--- config.mk ---
export PLATFORM = sky130hd
export DESIGN_NAME = murmur2_hash_32
export DESIGN_NICKNAME = d
export VERILOG_FILES = /design/src/sv/mm2_pkg.sv /design/src/sv/mm2_front.sv /design/src/sv/mm2_queue.sv /design/src/sv/mm2_back.sv /design/src/sv/murmur2_hash_32.sv
export VERILOG_INCLUDE_DIRS = /design/src /design/src/sv
export SDC_FILE = /design/constraint.sdc
export NUM_CORES = 1
export LEC_CHECK = 0
export BUFFER_PORTS_ARGS = -buffer_cell sky130_fd_sc_hd__buf_2
export CAP_MARGIN = 15
export CORE_MARGIN = 8
export CORE_UTILIZATION = 65
export CTS_CLUSTER_SIZE = 24
export DETAILED_ROUTE_END_ITERATION = 10
export GPL_TIMING_DRIVEN = 0
export PLACE_DENSITY = 0.87
export SYNTH_ARGS = -nofsm -noshare
export SYNTH_HDL_FRONTEND = slang
export SYNTH_SLANG_ARGS = --single-unit
--- constraint.sdc ---
create_clock -name clk -period 15.2 [get_ports clk]
set_clock_uncertainty 0.05 [all_clocks]
set_input_delay 3.04 -clock clk [delete_from_list [all_inputs] [get_ports clk]]
set_output_delay 3.04 -clock clk [all_outputs]
set_load 0.01 [all_outputs]
--- src/sv/assert_macros.svh ---
// Concurrent assertion helpers; compiled out for synthesis.
`ifndef ASSERT_MACROS_SVH
`define ASSERT_MACROS_SVH

`ifndef SYNTHESIS

// ante holds -> cons holds in the same cycle
`define ASSERT_IMPLIES(label, clk, rst_n, ante, cons) \
	label: assert property (@(posedge clk) disable iff (!(rst_n)) \
		(ante) |-> (cons)) else $error("assertion failed");

// ante holds -> cons holds in the next cycle
`define ASSERT_NEXT(label, clk, rst_n, ante, cons) \
	label: assert property (@(posedge clk) disable iff (!(rst_n)) \
		(ante) |=> (cons)) else $error("assertion failed");

`else

`define ASSERT_IMPLIES(label, clk, rst_n, ante, cons)
`define ASSERT_NEXT(label, clk, rst_n, ante, cons)

`endif

`endif

--- src/sv/mm2_pkg.sv ---
package mm2_pkg;

	localparam logic [31:0] MIX_MULT    = 32'h5bd1e995;
	localparam int unsigned MIX_SHIFT   = 24;
	localparam int unsigned FIN_SHIFT_A = 13;
	localparam int unsigned FIN_SHIFT_B = 15;

	localparam int unsigned QUEUE_DEPTH_DEF = 2;

	// what the back end has to do with one word
	typedef enum logic [1:0] {
		KIND_NONE,
		KIND_TAIL,
		KIND_FULL
	} word_kind_t;

	typedef struct packed {
		logic [31:0] word;   // already masked for tails
		word_kind_t  kind;
		logic        last;
		logic        start;  // first word of a message
		logic [31:0] init;   // seed ^ length, used when start is set
	} entry_t;

endpackage

--- src/sv/mm2_front.sv ---
module mm2_front (
	input  logic               clk,
	input  logic               arst_n,
	input  logic               hash_seed_we,
	input  logic [31:0]        hash_seed,
	input  logic               data_valid,
	output logic               data_stall,
	input  logic [31:0]        data_word,
	input  logic [2:0]         valid_bytes,
	input  logic               last_word,
	input  logic [30:0]        message_length,
	input  logic               q_full,
	output logic               push,
	output mm2_pkg::entry_t    push_entry
);
	import mm2_pkg::*;

	logic [31:0] seed_q;
	logic        start_q;
	logic [31:0] mask;
	word_kind_t  kind;

	assign data_stall = q_full;
	assign push       = data_valid & ~q_full;

	always_comb begin
		unique case (valid_bytes) inside
			3'd0: begin
				kind = KIND_NONE;
				mask = 32'h0000_0000;
			end
			3'd1: begin
				kind = KIND_TAIL;
				mask = 32'h0000_00ff;
			end
			3'd2: begin
				kind = KIND_TAIL;
				mask = 32'h0000_ffff;
			end
			3'd3: begin
				kind = KIND_TAIL;
				mask = 32'h00ff_ffff;
			end
			[3'd4:3'd7]: begin
				kind = KIND_FULL;
				mask = 32'hffff_ffff;
			end
			default: begin
				kind = KIND_NONE;
				mask = 32'h0000_0000;
			end
		endcase
	end

	always_comb begin
		push_entry.word  = data_word & mask;
		push_entry.kind  = kind;
		push_entry.last  = last_word;
		push_entry.start = start_q;
		push_entry.init  = seed_q ^ {1'b0, message_length};
	end

	always_ff @(posedge clk or negedge arst_n) begin
		if (!arst_n) begin
			seed_q  <= '0;
			start_q <= 1'b1;
		end else begin
			if (hash_seed_we) begin
				seed_q <= hash_seed;
			end
			if (push) begin
				start_q <= last_word;
			end
		end
	end

endmodule

--- src/sv/mm2_queue.sv ---
`include "assert_macros.svh"

module mm2_queue #(
	parameter int unsigned DEPTH = mm2_pkg::QUEUE_DEPTH_DEF
) (
	input  logic               clk,
	input  logic               arst_n,
	input  logic               push,
	input  mm2_pkg::entry_t    push_entry,
	output logic               full,
	input  logic               pop,
	output logic               q_valid,
	output mm2_pkg::entry_t    head
);
	import mm2_pkg::*;

	localparam int unsigned PTR_W = (DEPTH > 1) ? $clog2(DEPTH) : 1;
	localparam int unsigned CNT_W = $clog2(DEPTH + 1);
	localparam logic [PTR_W-1:0] LAST_PTR = PTR_W'(DEPTH - 1);
	localparam logic [CNT_W-1:0] FULL_CNT = CNT_W'(DEPTH);

	entry_t            mem_q [DEPTH];
	logic [PTR_W-1:0]  wr_ptr_q;
	logic [PTR_W-1:0]  rd_ptr_q;
	logic [CNT_W-1:0]  count_q;

	assign full    = (count_q == FULL_CNT);
	assign q_valid = (count_q != '0);
	assign head    = mem_q[rd_ptr_q];

	always_ff @(posedge clk) begin
		if (push) begin
			mem_q[wr_ptr_q] <= push_entry;
		end
	end

	always_ff @(posedge clk or negedge arst_n) begin
		if (!arst_n) begin
			wr_ptr_q <= '0;
			rd_ptr_q <= '0;
			count_q  <= '0;
		end else begin
			if (push) begin
				wr_ptr_q <= (wr_ptr_q == LAST_PTR) ? '0 : wr_ptr_q + 1'b1;
			end
			if (pop) begin
				rd_ptr_q <= (rd_ptr_q == LAST_PTR) ? '0 : rd_ptr_q + 1'b1;
			end
			if (push && !pop) begin
				count_q <= count_q + 1'b1;
			end else if (pop && !push) begin
				count_q <= count_q - 1'b1;
			end
		end
	end

	`ASSERT_IMPLIES(a_q_no_overflow, clk, arst_n, push, !full)
	`ASSERT_IMPLIES(a_q_no_underflow, clk, arst_n, pop, q_valid)
	`ASSERT_NEXT(a_q_push_lands, clk, arst_n, push && !pop, q_valid)

endmodule

--- src/sv/mm2_back.sv ---
`include "assert_macros.svh"

module mm2_back (
	input  logic               clk,
	input  logic               arst_n,
	input  logic               q_valid,
	input  mm2_pkg::entry_t    head,
	output logic               pop,
	output logic               hash_valid,
	input  logic               hash_stall,
	output logic [31:0]        hash_value
);
	import mm2_pkg::*;

	typedef enum logic [2:0] {
		S_IDLE,
		S_K2,
		S_HMIX,
		S_FIN
	} state_t;

	state_t      state_q;
	logic [31:0] h_q;
	logic [31:0] k_q;
	logic        last_q;
	logic        out_valid_q;
	logic [31:0] hash_q;

	logic [31:0] base;
	logic [31:0] mul_a;
	logic [31:0] prod;
	logic        out_free;

	assign base     = head.start ? head.init : h_q;
	assign pop      = (state_q == S_IDLE) && q_valid;
	assign out_free = !out_valid_q || !hash_stall;

	// single shared multiplier, every product is by the mix constant
	always_comb begin
		unique case (state_q)
			S_IDLE:  mul_a = (head.kind == KIND_FULL) ? head.word : (base ^ head.word);
			S_K2:    mul_a = k_q ^ (k_q >> MIX_SHIFT);
			S_HMIX:  mul_a = h_q;
			S_FIN:   mul_a = h_q ^ (h_q >> FIN_SHIFT_A);
			default: mul_a = h_q;
		endcase
	end

	assign prod = mul_a * MIX_MULT;

	assign hash_valid = out_valid_q;
	assign hash_value = hash_q;

	always_ff @(posedge clk or negedge arst_n) begin
		if (!arst_n) begin
			state_q     <= S_IDLE;
			out_valid_q <= 1'b0;
			h_q         <= '0;
			k_q         <= '0;
			last_q      <= 1'b0;
			hash_q      <= '0;
		end else begin
			// result taken and no new one loading this cycle
			if (out_valid_q && !hash_stall && (state_q != S_FIN)) begin
				out_valid_q <= 1'b0;
			end
			unique case (state_q)
				S_IDLE: begin
					if (q_valid) begin
						last_q <= head.last;
						unique case (head.kind)
							KIND_FULL: begin
								h_q     <= base;
								k_q     <= prod;
								state_q <= S_K2;
							end
							KIND_TAIL: begin
								h_q     <= prod;
								state_q <= head.last ? S_FIN : S_IDLE;
							end
							default: begin
								h_q     <= base;
								state_q <= head.last ? S_FIN : S_IDLE;
							end
						endcase
					end
				end
				S_K2: begin
					k_q     <= prod;
					state_q <= S_HMIX;
				end
				S_HMIX: begin
					h_q     <= prod ^ k_q;
					state_q <= last_q ? S_FIN : S_IDLE;
				end
				S_FIN: begin
					if (out_free) begin
						hash_q      <= prod ^ (prod >> FIN_SHIFT_B);
						out_valid_q <= 1'b1;
						state_q     <= S_IDLE;
					end
				end
				default: begin
					state_q <= S_IDLE;
				end
			endcase
		end
	end

	`ASSERT_NEXT(a_fin_delivers, clk, arst_n, (state_q == S_FIN) && out_free, hash_valid)
	`ASSERT_NEXT(a_k2_to_hmix, clk, arst_n, state_q == S_K2, state_q == S_HMIX)
	`ASSERT_NEXT(a_hmix_mid_msg, clk, arst_n, (state_q == S_HMIX) && !last_q, state_q == S_IDLE)

endmodule

--- src/sv/murmur2_hash_32.sv ---
// Streaming 32-bit MurmurHash2.
//
// Input channel (data_valid / data_stall): one transaction per message word,
// little-endian, first byte in data_word[7:0]. valid_bytes is 4 for every
// word but the last; the last word carries 0..4 bytes and has last_word set.
// message_length is sampled on the first word of each message only.
// Output channel (hash_valid / hash_stall): one transaction per message,
// carrying the finished hash_value.
// Config: hash_seed_we writes hash_seed; it applies from the next message.
//
// Throughput is set by the single shared 32x32 multiplier in the back end:
// a full word passes through the IDLE, K2 and HMIX steps, a tail or empty
// word through IDLE only, and the last word adds the FIN avalanche step,
// which loads the finished hash into the output register behind hash_value.
// A small queue decouples input acceptance from the mixing sequencer.
//
// Reset (arst_n low) clears the seed to 0, empties the queue, drops any
// pending result and marks the next word as a message start.
// While hash_stall is high a pending result is held, a back end at its
// avalanche step waits, and input words queue until the queue fills.
module murmur2_hash_32 #(
	parameter int unsigned QUEUE_DEPTH = mm2_pkg::QUEUE_DEPTH_DEF
) (
	input  logic        clk,
	input  logic        arst_n,
	// configuration
	input  logic        hash_seed_we,
	input  logic [31:0] hash_seed,
	// input words
	input  logic        data_valid,
	output logic        data_stall,
	input  logic [31:0] data_word,
	input  logic [2:0]  valid_bytes,
	input  logic        last_word,
	input  logic [30:0] message_length,
	// results
	output logic        hash_valid,
	input  logic        hash_stall,
	output logic [31:0] hash_value
);
	import mm2_pkg::*;

	logic   q_full;
	logic   push;
	entry_t push_entry;
	logic   pop;
	logic   q_valid;
	entry_t head;

	// front: seed register, message-start tracking, byte masking, classify
	mm2_front u_front (
		.clk            (clk),
		.arst_n         (arst_n),
		.hash_seed_we   (hash_seed_we),
		.hash_seed      (hash_seed),
		.data_valid     (data_valid),
		.data_stall     (data_stall),
		.data_word      (data_word),
		.valid_bytes    (valid_bytes),
		.last_word      (last_word),
		.message_length (message_length),
		.q_full         (q_full),
		.push           (push),
		.push_entry     (push_entry)
	);

	// classified words waiting for the mixer
	mm2_queue #(
		.DEPTH (QUEUE_DEPTH)
	) u_queue (
		.clk        (clk),
		.arst_n     (arst_n),
		.push       (push),
		.push_entry (push_entry),
		.full       (q_full),
		.pop        (pop),
		.q_valid    (q_valid),
		.head       (head)
	);

	// back: multiply/fold sequencer, avalanche and output register
	mm2_back u_back (
		.clk        (clk),
		.arst_n     (arst_n),
		.q_valid    (q_valid),
		.head       (head),
		.pop        (pop),
		.hash_valid (hash_valid),
		.hash_stall (hash_stall),
		.hash_value (hash_value)
	);

endmodule
# After elaboration in Yosys (flattened, before gate mapping)
# Memories as Yosys holds them, arrays and structs flattened.
# Index checks and enable logic that the tools add are counted.
# word_totals
regBits,138
ram_bits,136
inputBits,104
out_inout_bits,34
elab_cells,89
mem_count,1
# memory_table
memory,words,width,rd,rd_clocked_by_memory_dff,wr,line_no,rtl
u_queue.mem_q,2,68,1,0,1,mm2_queue.sv:22,entry_t mem_q [DEPTH];
# classes
addsub,4
multipliers,1
order_cmp,2
eq_ne,13
muxes,26
n_bitwise,9
reduce_logical,22
# op_table
operator,n
32-bit two-way mux,6
32-bit case mux with 2 select lines,2
32-bit case mux with 4 select lines,1
32-bit case mux with 3 select lines,1
32-bit bitwise XOR,2
32-bit bitwise AND,1
32-bit by 31-bit multiplier with 32-bit output (second input constant),1
32-bit by 17-bit bitwise XOR with 32-bit output,1
32-bit by 19-bit bitwise XOR with 32-bit output,1
32-bit by 31-bit bitwise XOR with 32-bit output,1
32-bit by 8-bit bitwise XOR with 32-bit output,1
3-bit by 2-bit equality test with 1-bit output (second input constant),4
3-bit case mux with 4 select lines,1
3-bit two-way mux,3
2-bit two-way mux,4
2-bit AND reduction,4
2-bit nonzero test,4
1-bit two-way mux,7
3-bit by 1-bit equality test with 1-bit output (second input constant),2
1-bit logical AND,6
2-bit equality test (second input constant),2
1-bit logical NOT,4
2-bit by 1-bit != test with 1-bit output (second input constant),2
2-bit case mux with 2 select lines,1
14 further kinds,15

# Longest topological paths before layout
# Gate-level depths: netlist of run 1.
# An unclocked memory read counts as a cell.
# depth
word_depth,9
depth_mapped,39
mapped_depth_nobuf,35

# Hierarchy
# A second synthesis of run 1 with hierarchy kept.
# unflattened
cells_unflattened,1978
hier_area_um2,22196.3
# modules_own_cells
module,n_inst,cells_per_inst,area_each_um2,seq_area_each_um2
mm2_back,1,1605,15138.3,2502.4
mm2_queue,1,228,5138.7,4184.0
mm2_front,1,145,1919.3,827.0

# Worst setup path before layout of run 1
# No wires, ideal clock.
# synth_path
path_kind,reg-to-reg
start,reg u_queue.rd_ptr_q
end,reg u_back.k_q[30]
setup_ps,131
arrival_ps,8673
required_ps,15019
setup_slack_ps,6346
path_stages_with_launch,38
n_path_buf,6
synth_period_minus_slack_ps,8854
cell_sequence,dfrtp_1 buf_6 buf_8 buf_8 buf_2 buf_2 buf_2 mux2i_1 xor2_1 nor2_1 a211oi_1 a21oi_1 ha_1 ha_1 fa_1 inv_1 fa_1 inv_1 [2 not listed] fa_1 inv_1 fa_1 inv_1 fa_1 inv_1 ha_1 inv_1 nor2_1 and3_1 a221o_1 a221oi_1 inv_1 o21ai_0 a221oi_1 nor2_1 xor2_1 o21ai_0
# synth_between
elab_chain_cells,9
elab_cells_between_ends,12
cone_classes,mul: 1; eq/ne: 2; mux: 6; bitwise: 1; reduce/logical: 1; memory: 1
# synth_lines
item,line_no,rtl
"start, declared",mm2_queue.sv:24,logic [PTR_W-1:0] rd_ptr_q;
"start signal, assigned",mm2_queue.sv:47,rd_ptr_q <= (rd_ptr_q == LAST_PTR) ? '0 : rd_ptr_q + 1'b1;
memory 2 x 68 bit *,-,
32-bit two-way mux,mm2_back.sv:34,assign base = head.start ? head.init : h_q;
32-bit bitwise XOR,mm2_back.sv:41,S_IDLE: mul_a = (head.kind == KIND_FULL) ? head.word : (base ^ head.word);
32-bit two-way mux,mm2_back.sv:41,
32-bit case mux with 3 select lines,mm2_back.sv:40,unique case (state_q)
32-bit by 31-bit multiplier with 32-bit output,mm2_back.sv:49,assign prod = mul_a * MIX_MULT;
32-bit two-way mux,mm2_back.sv:71,unique case (head.kind)
32-bit two-way mux,mm2_back.sv:69,if (q_valid) begin
32-bit case mux with 2 select lines,mm2_back.sv:67,unique case (state_q)
"end signal, assigned",mm2_back.sv:74,k_q <= prod;
"end signal, assigned",mm2_back.sv:89,k_q <= prod;
"end, declared",mm2_back.sv:24,logic [31:0] k_q;
# Every way passes the cells marked *; elsewhere a longest branch is shown, timed or not. The select of a mux whose other input is x is not followed.
# A chain may end at the register's enable or synchronous reset.

# Worst setup path after layout of run 1
# layout_path
start,reg u_back.state_q[0]
end,reg u_back.k_q[30]
# layout_between
elab_chain_cells,6
elab_cells_between_ends,12
cone_classes,mul: 1; eq/ne: 4; mux: 4; reduce/logical: 3
# layout_lines
item,line_no,rtl
"start, declared",mm2_back.sv:22,state_t state_q;
"start signal, assigned",mm2_back.sv:79,state_q <= head.last ? S_FIN : S_IDLE;
"start signal, assigned",mm2_back.sv:83,state_q <= head.last ? S_FIN : S_IDLE;
"start signal, assigned",mm2_back.sv:94,state_q <= last_q ? S_FIN : S_IDLE;
3-bit by 2-bit equality test with 1-bit output (tied with other cells),mm2_back.sv:40,
32-bit case mux with 3 select lines,mm2_back.sv:40,
32-bit by 31-bit multiplier with 32-bit output,mm2_back.sv:49,
32-bit two-way mux,mm2_back.sv:71,
32-bit two-way mux,mm2_back.sv:69,
32-bit case mux with 2 select lines,mm2_back.sv:67,
# Parallel ways exist; a longest one is shown, timed or not. The select of a mux whose other input is x is not followed.

==> flow_metrics.env, run 1 <==
export IMPL_status="completed"
export IMPL_grt_pass1_vias=17200
export IMPL_synth_flop_cell="edfxtp_1"
export IMPL_synth_warnings=0
export IMPL_crit_fanout=11
export IMPL_drc=0
export IMPL_postCtsHoldBufs=0
export IMPL_nNetsFinal=2749
export IMPL_layout_drive_gt1_share_pct=13.0
export IMPL_cts_made_buffers=27
export IMPL_via_count=16100
export IMPL_cp_required_ns=15.56
export IMPL_post_cts_buffers=0
export IMPL_ys_seq_area_share_pct=34.1
export IMPL_cts_tree="yes"
export IMPL_worst_slew_pin_slew_ns=1.24
export IMPL_relSlewSlack_pct=16.5
export IMPL_cts_htree_levels=1
export IMPL_synth_top_cell_area_share_pct=18.5
export IMPL_area_growth_syn_to_layout_pct=10.8
export IMPL_ioPinCount=138
export IMPL_critical_path_class="flop to flop"
export IMPL_cap_viol_max_count=0
export IMPL_min_delay_start="u_back.hash_value[25]"
export IMPL_grt_pass1_wl_um=98500
export IMPL_async_reset_ff_share_pct=50.2
export IMPL_netlist_area_um2=22000
export IMPL_worst_ep_arrival_time_ns=11.58
export IMPL_max_freq_ghz=0.0891
export IMPL_whs_ns=0.426
export IMPL_instances_no_fill=2715
export IMPL_core_um2=33400
export IMPL_fp_row_count=67
export IMPL_ys_seq_elements=273
export IMPL_reg2reg_from="u_back.state_q[0]"
export IMPL_clk_pin_slew_ns=0.07
export IMPL_drtIter0Drc=1427
export IMPL_place_gp_congestion=1.02
export IMPL_slowest_stage="a21oi_2"
export IMPL_crit_buf_inv=14
export IMPL_finalSetupTns_ns=0
export IMPL_synth_area_top_cells="edfxtp_1, fa_1, dfrtp_1"
export IMPL_post_route_util_pct=72.9
export IMPL_synth_distinct_cells=72
export IMPL_worstHoldEndpoint="u_back.hash_value[25]"
export IMPL_syn_nets=2573
export IMPL_synth_top_area_cell="edfxtp_1"
export IMPL_setup_viol=0
export IMPL_die_h_um=200
export IMPL_r2r_slack_ns=3.98
export IMPL_cts_path_max_buffers=3
export IMPL_portBuffers=136
export IMPL_reg2reg_depth=34
export IMPL_die_w_um=200
export IMPL_synth_avg_cell_area_um2=10.6
export IMPL_root_buffer="clkbuf_16"
export IMPL_grt_max_degree=77
export IMPL_fin_crit_sh_pct=73.8
export IMPL_gr_usage_all_layers_pct=32.6
export IMPL_first_pass_iters=5
export IMPL_crit_path_end_kind="flop"
export IMPL_post_cts_resize_count=0
export IMPL_yosysMostFrequentCell="inv_1"
export IMPL_postSynthCellCount=2071
export IMPL_viasPerCell=5.94
export IMPL_cts_sinks=273
export IMPL_antenna_found_initial=0
export IMPL_critical_path_top_delay_family="adder cells"
export IMPL_dpl_cell_count=2666
export IMPL_wire_per_inst_um=23.5
export IMPL_timing_rr_end="u_back.k_q[30]"
export IMPL_cpMostUsedCell="inv_1"
export IMPL_slew_violations=0
export IMPL_wirelength_um=63800
export IMPL_die_area_um2=40000
export IMPL_hold_class="flop to flop"
export IMPL_grt_setup_unrepaired="false"
export IMPL_period_minus_slack_ns=11.22
export IMPL_initial_core_util_pct=65.8
export IMPL_gr_total_overflow=0
export IMPL_final_antenna_net_count=0
export IMPL_hold_path_depth=2
export IMPL_hpwl_um=50200
export IMPL_ys_top_cells_by_count="inv_1, ha_1, fa_1, nand2_1"
export IMPL_clk_latency_ns=0.55
export IMPL_antenna_cells=0
export IMPL_cp_start_kind="flop"
export IMPL_slowest_delay_ns=0.78
export IMPL_hold_viol_final=0
export IMPL_synth_edf_count=136
-- sequential cells by signal, indices dropped and copies added, names as in the netlist --
signal             count
u_back.hash_value     32
u_back.h_q            32
u_queue.rd_ptr_q       1
u_back.state_q         2
u_front.start_q        1
u_back.last_q          1
u_back.hash_valid      1
u_queue.mem_q        136
u_front.seed_q        32
u_queue.wr_ptr_q       1
u_queue.count_q        2
u_back.k_q            32
-- worst reg2reg max path: cells and delay by family (launching register included) --
kind | cells | cell delay [ns]
adders and majority gates | 9 | 3.98
xor gates and xnor gates | 1 | 0.24
and+or+nand+nor | 3 | 0.63
buffers and inverters | 14 | 3.28
AOI/OAI and AO/OA | 7 | 2.54
DFF | 1 | 0.34
-- cell type report --
cell class	count	area, µm²
plain buffers	68	302
clock buffers	38	757
clock inverters	11	149
fillers	2359	9060
inverters	354	1330
multi-input cells	1376	12900
flip-flops and latches	273	7510
well taps	448	561
repair buffers	147	845
-- metrics by stage --
| step | area (µm²) | worst slack, ns |
|---|---|---|
| 2_1_floorplan | 22000 | 6.35 |
| 4_1_cts | 24400 | 4.24 |
| 5_1_grt | 24400 | 3.60 |
| 3_3_place_gp | 23300 | 3.53 |
| 6_report | 24400 | 3.98 |
| 3_5_place_dp | 23500 | 4.27 |
-- worst max-delay path by stage --
stage,start,endpoint,slack (ns),cells after the start
final,u_back.state_q[0],u_back.k_q[30],3.98,34
after global routing,u_back.state_q[0],u_back.k_q[30],3.60,34
after CTS,u_back.state_q[0],u_back.k_q[30],4.24,34
after detailed placement,u_back.state_q[0],u_back.k_q[30],4.27,34
after global placement,u_back.state_q[0],u_back.h_q[27],3.53,28
after floorplan,u_queue.rd_ptr_q,u_back.k_q[30],6.35,37
-- cell families after synthesis --
logic type,after synthesis,share of synthesized area (%)
AO/OA/AOI/OAI,316,8.77
AND/OR/NAND/NOR,344,6.85
adder cells (fa/ha/maj),398,28.8
buffers and inverters,422,7.41
XOR/XNOR,181,7.41
multiplexers,137,6.64
flip-flops,273,34.1
-- placed cells by master, fill, tap and decap left out, drive strengths merged, types with 8 or more instances in the layout --
master	netlist	routed
inv	353	353
ha	217	217
fa	181	181
buf	21	168
nand2	146	146
dfrtp	136	136
edfxtp	136	136
o21ai	110	110
nor2	109	109
xor2	101	101
a21oi	89	89
clkbuf	47	85
xnor2	79	79
mux2i	74	74
mux2	63	63
nor2b	29	29
a211oi	25	25
o211ai	18	18
o21a	17	17
nand3	12	12
and2	9	9
and3	9	9
nor3	8	8
a21o	8	8
-- layer usage --
metal  vias up  track usage (%)  routed length (µm)
li1       7183                -                   -
met5         -                0                   0
met2       745             56.6               31700
met1      8018             39.7               24200
met3       180             5.38                4850
met4         0             14.6                3100
Power of run 1 is not shown: default switching activity piles up to over one toggle a cycle in this logic, so the estimate is an artifact.
==> inputs of run 2 (changes only) <==
- CORE_UTILIZATION: 65 -> 63
- PLACE_DENSITY: 0.87 -> 0.84
- clock period: 15.2 -> 11.1 ns (I/O delays scaled with it)
==> run 2 against run 1 <==
  * Register-to-register slack got worse by 3.5 ns
  * Maximum frequency rose by 5.3%
  * Non-clock buffer count grew 6
==> flow_metrics.env, run 2 (synthesis gave the netlist of run 1 again) <==
export IMPL_grt_max_degree=78
export IMPL_dpl_cell_count=2674
export IMPL_worst_ep_arrival_time_ns=11.03
export IMPL_cp_required_ns=11.48
export IMPL_final_cell_mix="inv_1, ha_1, fa_1"
export IMPL_fp_row_count=68
export IMPL_cts_path_max_buffers=3
export IMPL_critical_path_class="flop to flop"
export IMPL_portBuffers=136
export IMPL_reg2reg_depth=32
export IMPL_hold_class="flop to flop"
export IMPL_period_minus_slack_ns=10.65
export IMPL_regMostFlops="u_queue.mem_q"
export IMPL_cts_tree="yes"
export IMPL_grt_setup_unrepaired="false"
export IMPL_nNetsFinal=2758
export IMPL_cp_start_kind="flop"
export IMPL_die_area_um2=41200
export IMPL_instances_no_fill=2735
export IMPL_top_usage_layer="met2"
export IMPL_nFillCells=2469
export IMPL_gr_total_overflow=0
export IMPL_antenna_found_initial=0
export IMPL_final_antenna_net_count=0
export IMPL_status="completed"
export IMPL_hpwl_um=49000
export IMPL_die_w_um=203
export IMPL_worst_slew_pin_slew_ns=1.22
export IMPL_setup_viol=0
export IMPL_cts_sinks=273
export IMPL_root_buffer="clkbuf_16"
export IMPL_cap_viol_max_count=0
export IMPL_slowest_stage="xnor2_1"
export IMPL_slowest_delay_ns=0.97
export IMPL_area_growth_syn_to_layout_pct=11.7
export IMPL_first_pass_iters=6
export IMPL_final_common_cell="inv_1"
export IMPL_core_um2=34500
export IMPL_crit_path_end_kind="flop"
export IMPL_fin_crit_sh_pct=96.0
export IMPL_use_met3_pct=6.34
export IMPL_via_count=16300
export IMPL_timing_rr_end="u_back.h_q[27]"
export IMPL_gr_usage_all_layers_pct=30.6
export IMPL_largest_reg_flops=136
export IMPL_grt_pass1_vias=17300
export IMPL_slew_violations=0
export IMPL_relSlewSlack_pct=17.8
export IMPL_place_gp_congestion=1.01
export IMPL_initial_core_util_pct=63.9
export IMPL_layout_drive_gt1_share_pct=14.0
export IMPL_wirelength_um=62800
export IMPL_cpMostUsedCell="fa_1"
export IMPL_crit_fanout=10
export IMPL_max_freq_ghz=0.0939
export IMPL_cp_startpoint="u_queue.rd_ptr_q"
export IMPL_drtIter0Drc=1450
export IMPL_met2_usage_pct=51.8
export IMPL_postCtsHoldBufs=0
export IMPL_clk_latency_ns=0.57
export IMPL_grt_pass1_wl_um=96900
export IMPL_reg2reg_from="u_queue.rd_ptr_q"
export IMPL_wire_per_inst_um=23.0
export IMPL_hold_viol_final=0
export IMPL_ioPinCount=138
export IMPL_cts_made_buffers=30
export IMPL_r2r_slack_ns=0.45
export IMPL_drc=0
export IMPL_cts_htree_levels=1
export IMPL_antenna_cells=0
export IMPL_die_h_um=203
export IMPL_viasPerCell=5.95
export IMPL_gr_usage_met1_pct=36.5
export IMPL_worstSetupEndpoint="u_back.h_q[27]"
export IMPL_clk_pin_slew_ns=0.07
[run 2: what timing repair did]
action / in CTS / in global routing
setup endpoints to repair: 0 / 19
resized for setup: 0 / 10
buffers inserted: 0 / 4
[run 2: how the worst min path moves through the flow]
stage                                       end  slack (ns)  cells past startpoint                   from
after floorplan            u_queue.mem_q[0][31]        0.39                      0     u_front.seed_q[31]
after global placement    u_back.hash_value[17]        0.40                      2  u_back.hash_value[17]
after detailed placement  u_back.hash_value[25]        0.41                      2  u_back.hash_value[25]
after CTS                 u_back.hash_value[19]        0.43                      2  u_back.hash_value[19]
after global routing       u_queue.mem_q[0][31]        0.45                      0     u_front.seed_q[31]
final                     u_back.hash_value[19]        0.42                      2  u_back.hash_value[19]
[run 2: critical path: cells and delay by family (launching register included)]
kind,cells,cell delay (ns)
simple gates,4,0.43
xor+xnor,3,1.33
mux,1,0.29
compound gates,6,1.59
buf+inv,9,2.13
fa+ha+maj,9,4.15
flops,1,0.50
[run 2: routing by layer]
layer	wire length, µm	share of wire, %
met3	5660	9.0
met5	0	0
met2	30500	49
met1	23100	37
met4	3530	5.6
[run 2: final cells by class]
type                            count  area [µm²]  share of cell area [%]
Timing Repair Buffer              153         905                    3.68
Clock buffer                       33         783                    3.19
Tap cell                          455         569                    2.32
Inverter                          354        1330                    5.40
Clock inverter                     23         235                   0.957
Multi-Input combinational cell   1376       12900                    52.7
Buffer                             68         305                    1.24
Sequential cell                   273        7510                    30.6
[run 2: per-stage QoR]
step	area (µm²)	hold WS, ns	TNS [ns]	util (%)	setup WS (ns)
detailed placement	23500	0.408	0	68.2	0.236
floorplan	22000	0.388	0	-	2.25
CTS	24500	0.426	0	71.2	0.163
global route	24600	0.445	0	71.4	0.00767
finish	24600	0.422	0	71.4	0.447
global placement	23300	0.403	-3.84	67.5	-0.463
Power of run 2 is left out for the same reason.
